==> config.mk <==
export PLATFORM = sky130hd
export DESIGN_NAME = bmean_ctrl
export DESIGN_NICKNAME = d
export VERILOG_FILES = /design/src/sv/assert_macros.svh /design/src/sv/bmean_pkg.sv /design/src/sv/bmean_ctrl.sv
export SDC_FILE = /design/constraint.sdc
export NUM_CORES = 1
export LEC_CHECK = 0
export BUFFER_PORTS_ARGS = -buffer_cell sky130_fd_sc_hd__buf_2
export CAP_MARGIN = 25
export CORE_AREA = 2 2 39 41
export CTS_CLUSTER_SIZE = 30
export DETAILED_ROUTE_END_ITERATION = 6
export DIE_AREA = 0 0 41 43
export GPL_TIMING_DRIVEN = 0
export SLEW_MARGIN = 0
export SYNTH_ARGS = -nofsm -noshare
export SYNTH_HDL_FRONTEND = slang
export SYNTH_SLANG_ARGS = --single-unit
==> constraint.sdc <==
create_clock -name clk -period 1.2 [get_ports clk]
set_input_delay 0.36 -clock clk [delete_from_list [all_inputs] [get_ports clk]]
set_output_delay 0.36 -clock clk [all_outputs]
set_load 0.01 [all_outputs]
==> src/sv/assert_macros.svh <==
// ----------------------------------------------------------------------------
// Assertion macros for the box mean filter
// Clocked on clk, switched off while rst_n is low.
// ----------------------------------------------------------------------------
`ifndef ASSERT_MACROS_SVH
`define ASSERT_MACROS_SVH

// Property must hold at every clock edge outside reset
`define BM_ASSERT(lbl, prop) \
  lbl: assert property (@(posedge clk) disable iff (!rst_n) prop) \
    else $error("box mean: property violated");

// Condition must never be true at a clock edge outside reset
`define BM_ASSERT_NEVER(lbl, cond) \
  lbl: assert property (@(posedge clk) disable iff (!rst_n) !(cond)) \
    else $error("box mean: forbidden condition seen");

`endif

==> src/sv/bmean_pkg.sv <==
// ----------------------------------------------------------------------------
// bmean_pkg
// Shared types and constants of the 3x3 edge-aware box mean filter.
// ----------------------------------------------------------------------------
package bmean_pkg;

  // Default geometry limits
  localparam int BM_MAX_WIDTH  = 1024;
  localparam int BM_MAX_HEIGHT = 4096;

  // Pixel and window geometry
  localparam int CHAN_W    = 8;
  localparam int NUM_CHAN  = 3;
  localparam int PIX_W     = CHAN_W * NUM_CHAN;
  localparam int WIN_SIDE  = 3;
  localparam int WIN_TAPS  = WIN_SIDE * WIN_SIDE;
  // Nine bytes summed: 9 * 255 fits in 12 bits
  localparam int SUM_W     = 12;

  // Configuration register file
  localparam int CFG_DATA_W  = 13;
  localparam int CFG_IDX_W   = 1;
  localparam int IMG_W_BITS  = 11;
  localparam int IMG_H_BITS  = 13;
  localparam int IMG_W_RESET = 640;
  localparam int IMG_H_RESET = 480;

  typedef enum logic [CFG_IDX_W-1:0] {
    CFG_IMAGE_WIDTH  = 1'b0,
    CFG_IMAGE_HEIGHT = 1'b1
  } cfg_idx_t;

  // Request payloads
  typedef struct packed {
    logic [CHAN_W-1:0] chan_zero;
    logic [CHAN_W-1:0] chan_one;
    logic [CHAN_W-1:0] chan_two;
    logic              drain;
  } in_item_t;

  typedef struct packed {
    logic [CHAN_W-1:0] mean_zero;
    logic [CHAN_W-1:0] mean_one;
    logic [CHAN_W-1:0] mean_two;
    logic              frame_end;
  } out_item_t;

  // Controller to datapath commands
  typedef struct packed {
    logic take;    // capture pixel, read line buffers
    logic update;  // shift window, write line buffers, advance input position
    logic sum;     // register neighbourhood sums, advance output position
    logic load;    // divide and load the output register
  } ctrl_cmd_t;

  // Datapath to controller status
  typedef struct packed {
    logic flushing;  // all pixels of the frame are in
    logic emit;      // current tick produces a result
    logic out_busy;  // output register holds a result not yet taken
  } ctrl_sts_t;

endpackage

==> src/sv/bmean_ctrl.sv <==
// ----------------------------------------------------------------------------
// bmean_ctrl
// Sequencer of the box mean filter: accepts one request, steps it through window
// update and, for a result, summation and division, then waits for the output register.
// ----------------------------------------------------------------------------
module bmean_ctrl
  import bmean_pkg::*;
(
  input  logic      clk,
  input  logic      rst_n,
  input  logic      in_valid,
  input  logic      in_drain,
  output logic      in_ready,
  input  ctrl_sts_t sts,
  output ctrl_cmd_t cmd
);

  typedef enum logic [1:0] {
    ST_IDLE,
    ST_UPDATE,
    ST_SUM,
    ST_DIV
  } state_t;

  state_t state_r, state_nxt;
  logic   in_ready_r, in_ready_nxt;
  logic   accept;

  // Decode commands and next state
  always_comb begin
    accept     = in_valid && in_ready_r;
    // drop a drain request while pixels of the frame are still due
    cmd.take   = accept && !(in_drain && !sts.flushing);
    cmd.update = (state_r == ST_UPDATE);
    cmd.sum    = (state_r == ST_SUM);
    cmd.load   = (state_r == ST_DIV) && !sts.out_busy;

    state_nxt = state_r;
    case (state_r)
      ST_IDLE: begin
        if (cmd.take) begin
          state_nxt = ST_UPDATE;
        end
      end
      ST_UPDATE: begin
        state_nxt = sts.emit ? ST_SUM : ST_IDLE;
      end
      ST_SUM: begin
        state_nxt = ST_DIV;
      end
      ST_DIV: begin
        if (!sts.out_busy) begin
          state_nxt = ST_IDLE;
        end
      end
      default: begin
        state_nxt = ST_IDLE;
      end
    endcase

    in_ready_nxt = (state_nxt == ST_IDLE);
  end

  // Hold state and ready
  always_ff @(posedge clk) begin
    if (!rst_n) begin
      state_r    <= ST_IDLE;
      in_ready_r <= 1'b0;
    end else begin
      state_r    <= state_nxt;
      in_ready_r <= in_ready_nxt;
    end
  end

  assign in_ready = in_ready_r;

endmodule

# --- Word level (Yosys, flattened, before mapping) ---
# Cells that the tools add are included.
totals:
  regBits: 3
  latchBits: 0
  ram_bits: 0
  romBits: 0
  input_bits: 7
  out_inout_bits: 5
  word_cells: 18
  n_memories: 0
op_classes:
  addsub: 0
  mul: 0
  div_mod_pow: 0
  order_cmp: 0
  eq_ne: 3
  n_shift: 0
  muxes: 4
  bitwise_logic: 0
  reduce_logical: 9
ops:
  columns: ["op", "count"]
  rows:
  - ["one-hot mux 2 bit (4 select lines)", 1]
  - ["2-to-1 mux 2 bit", 3]
  - ["== test 2 bit, second input constant", 2]
  - ["logical AND 1 bit", 4]
  - ["logical NOT 2 bit", 2]
  - ["logical NOT 1 bit", 3]
  - ["== test 2 x 1 -> 1 bit, second input constant", 1]

# --- Depth between registers and ports, before layout ---
depth:
  ltp_word: 7
  mapped_depth: 3
  ltp_nobuf: 3

# --- Worst setup path after synthesis ---
# Ideal clock, no wire load.
synth_path:
  path_type: "reg2out"
  startpoint: "reg in_ready_r (netlist: in_ready)"
  endpoint: "out cmd[3] (netlist bit)"
  t_arrival_ns: 0.679
  required_ns: 0.840
  setup_slack_ns: 0.161
  stages_incl_launch_ff: 3
  n_path_buf: 0
  cell_sequence: "dfxtp_1 -> nand2_1 -> a21oi_1"
synth_rtl:
  columns: ["element", "line_no", "rtl"]
  rows:
  - ["start: declaration", "bmean_ctrl.sv:26", "logic in_ready_r, in_ready_nxt;"]
  - ["start signal: assignment", "bmean_ctrl.sv:71", "in_ready_r <= in_ready_nxt;"]
  - ["end: declaration", "bmean_ctrl.sv:15", "output ctrl_cmd_t cmd"]

==> impl_results.md <==
- Setup Slack @ Placement: -0.0313 ns
- Number of hold violations in the final report: 0
- Area of the mapped netlist: ~160 sq um
- Deepest clock path buffer count: 2
- Arrival time at the worst endpoint: about 0.93 ns
- Type of the most critical hold path: in -> reg
- DRC violation total after the first TritonRoute iteration: 0
- Syn. warnings: 0
- Largest stage delay on the critical path: approximately 0.36 ns
- Number of storage elements in the synthesis netlist: 3
- Clock latency reported for the late side of the worst-skew pair: 0.23 ns
- Number of sinks handled by clock tree synthesis: 3
- DIE AREA: 1760 sq um
- Slew at the pin with the worst max-slew slack: between 0.15 and 0.2 ns
- Setup-failing EPs final: 4
- Post-layout utilization of the core: 0.238
- Floorplan core area: 1380 sq um
- Number of antenna violations at the first check in global routing: 0
- IO Count: 12
- Count of buffer and inverter cells on the critical path: 1
- First-pass GRT wire length: a little under 700 microns
- Clock-pin slew reported for the worst setup and hold paths after clock tree synthesis: 0.04 ns
- CTS buffer count: 3
- Standard-cell rows: 14
- Clock root cell: sky130_fd_sc_hd__clkbuf_4
- Die width: slightly above 40 microns
- Kind of cell adding the most delay to the critical path: flip-flops
- Tcrit/Tclk final: 1.07
- Via count: 205
- Cells after Synth: 20
- Final antenna-violating net count: 0
- Sequential area share after synthesis: 0.381
- Post-layout minimum cycle time: 1.29 ns
- Kind of critical path: reg -> out
- Fraction of layout cells with a size suffix above 1: 0.659
- Routed wire length per instance: 7.98 microns
- CP endpoint kind: primary output
- Static power due to leakage: 0.182 nW
- Count of hold-fix buffers inserted at cts: 0
- Unrepaired setup endpoints after global routing: yes
- DR vias/cell: 3.60
- Fillers: 152
- Sort of element at the start of the critical path: flop
- Fmax achieved: 777 MHz
- Crit Path Max Fanout: 6
- Worst-case setup margin in the final layout: -0.0866 ns
- CTS tree: done
- Overall die height: ~43 microns
- Required time at the worst-slack endpoint: 0.84 ns
- Number of buffer cells added on primary ports: 11
- Per-instance average area after synthesis: 7.88 sq um
- Area growth syn-to-layout: 109%
- Total power consumption of the routed design: 402 uW
- Post-synth cell types: 12
- Placer congestion estimate: 0.544
- Layout Skew: between 0.003 and 0.004 ns
- ANT cells: 0
- Crit path max-delay cell type: sky130_fd_sc_hd__dfxtp_4
- Maxcap violations: 0
- Number of global-route vias before repair: 197
- Pre-antenna DRT Iters: 1
- Detailed-route wire length: about 460 microns
- Relative slew margins: 0.888
- Drc violations: 0
- Violated checks: negative setup slack
- Worst vdd ir: between 0.3 and 0.4 mV
- Outcome: finished, violations left
- Final Slew Violations: 0
- GRT Util Overall: 0.0642
- GR Overflow Total: 0
- Initial Util: 0.114
- Power per standard cell area: 1220 nW/um^2
- Pin count of the biggest net entering global routing: 7
- H-tree levels: 1
- Net count, final: 49
- Synthesized netlist net count: 27
- Crit-path cells: and2b_2 > buf_6
==> cell usage after synthesis <==
master,n,share of area
sky130_fd_sc_hd__dfxtp_1,3,0.38
sky130_fd_sc_hd__nor2_1,1,0.024
sky130_fd_sc_hd__and3b_2,1,0.063
sky130_fd_sc_hd__nand2_1,5,0.12
sky130_fd_sc_hd__a21oi_1,2,0.063
sky130_fd_sc_hd__a21boi_1,1,0.048
sky130_fd_sc_hd__inv_1,2,0.048
sky130_fd_sc_hd__and2b_1,1,0.048
sky130_fd_sc_hd__o2111ai_1,1,0.056
sky130_fd_sc_hd__o211a_1,1,0.063
sky130_fd_sc_hd__o21ai_0,1,0.032
sky130_fd_sc_hd__and2b_2,1,0.056
==> per-layer routing <==
layer | wire length (microns) | GRT usage
met5 | 0 | 0
met3 | 41 | 0.0628
met1 | 171 | 0.0513
met4 | 0 | 0.0400
met2 | 242 | 0.0938
==> cells by family (layout without fill, tap and decap cells) <==
family | Yosys count | after routing | share of synthesized area
flops | 3 | 3 | 0.381
compound gates | 6 | 6 | 0.262
simple gates | 9 | 9 | 0.310
buf+inv | 2 | 23 | 0.0476
==> path summary, 6_finish.rpt <==
check             slack (ns)                     to  depth (start not counted)                   from
setup reg to reg        0.18    in_ready$_SDFF_PN0_                          4  state_r[1]$_SDFF_PN0_
setup / recovery       -0.09                 cmd[2]                          2  state_r[1]$_SDFF_PN0_
hold / removal          0.38  state_r[1]$_SDFF_PN0_                          3                 sts[1]
hold reg to reg         0.59  state_r[1]$_SDFF_PN0_                          2  state_r[1]$_SDFF_PN0_
==> metrics by stage <==
step	hold slack [ns]	setup TNS [ns]	area (sq um)	cells
CTS	0.372	-0.220	322	56
floorplan	0.493	0	158	20
global route	0.388	-0.333	329	57
global placement	0.560	-0.0101	233	47
finish	0.376	-0.195	329	57
detailed placement	0.563	-0.0313	233	47
==> final cells by class <==
| cell class | instances | area (sq um) | share of cell area |
|---|---|---|---|
| multi-input combinational | 15 | 96.3 | 0.293 |
| sequential | 3 | 66.3 | 0.202 |
| clock buffer | 4 | 26.3 | 0.0798 |
| timing repair buffer | 17 | 113 | 0.342 |
| inverter | 2 | 7.51 | 0.0228 |
| tap | 16 | 20.0 | 0.0608 |
==> repair_timing <==
item | CTS | global route
resized for setup | 8 | 0
buffers inserted | 5 | 1
setup endpoints to repair | 4 | 4
==> power by group <==
group / leakage [nW] / switching, mW / internal (mW)
Combinational: 0.141 / 0.0417 / 0.0612
Sequential: 0.0260 / 0.0109 / 0.114
Clock: 0.0150 / 0.0495 / 0.124
Total: 0.182 / 0.102 / 0.300
==> registers in the layout, summed over array words and instances (netlist names) <==
name	cells
state_r	2
in_ready	1
==> worst min-delay path: cells and delay by family <==
| family | cells | cell delay [ns] |
|---|---|---|
| AO/OA/AOI/OAI | 1 | 0.05 |
| buffers and inverters | 1 | 0.10 |
| AND/OR/NAND/NOR | 1 | 0.05 |
==> layout by cell type, fill, tap and decap left out <==
cell	count
sky130_fd_sc_hd__buf_2	9
sky130_fd_sc_hd__buf_4	6
sky130_fd_sc_hd__nand2_1	4
sky130_fd_sc_hd__clkbuf_4	3
sky130_fd_sc_hd__inv_1	2
sky130_fd_sc_hd__dfxtp_2	2
sky130_fd_sc_hd__buf_6	2
sky130_fd_sc_hd__nand2_2	1
sky130_fd_sc_hd__a21oi_2	1
sky130_fd_sc_hd__and2b_1	1
sky130_fd_sc_hd__and2b_2	1
sky130_fd_sc_hd__and3b_2	1
sky130_fd_sc_hd__a21oi_1	1
sky130_fd_sc_hd__a21boi_1	1
sky130_fd_sc_hd__nor2_1	1
sky130_fd_sc_hd__o2111ai_1	1
sky130_fd_sc_hd__o21ai_0	1
sky130_fd_sc_hd__o211a_1	1
sky130_fd_sc_hd__clkbuf_1	1
sky130_fd_sc_hd__dfxtp_4	1
Power figures use the tool's default switching activity.
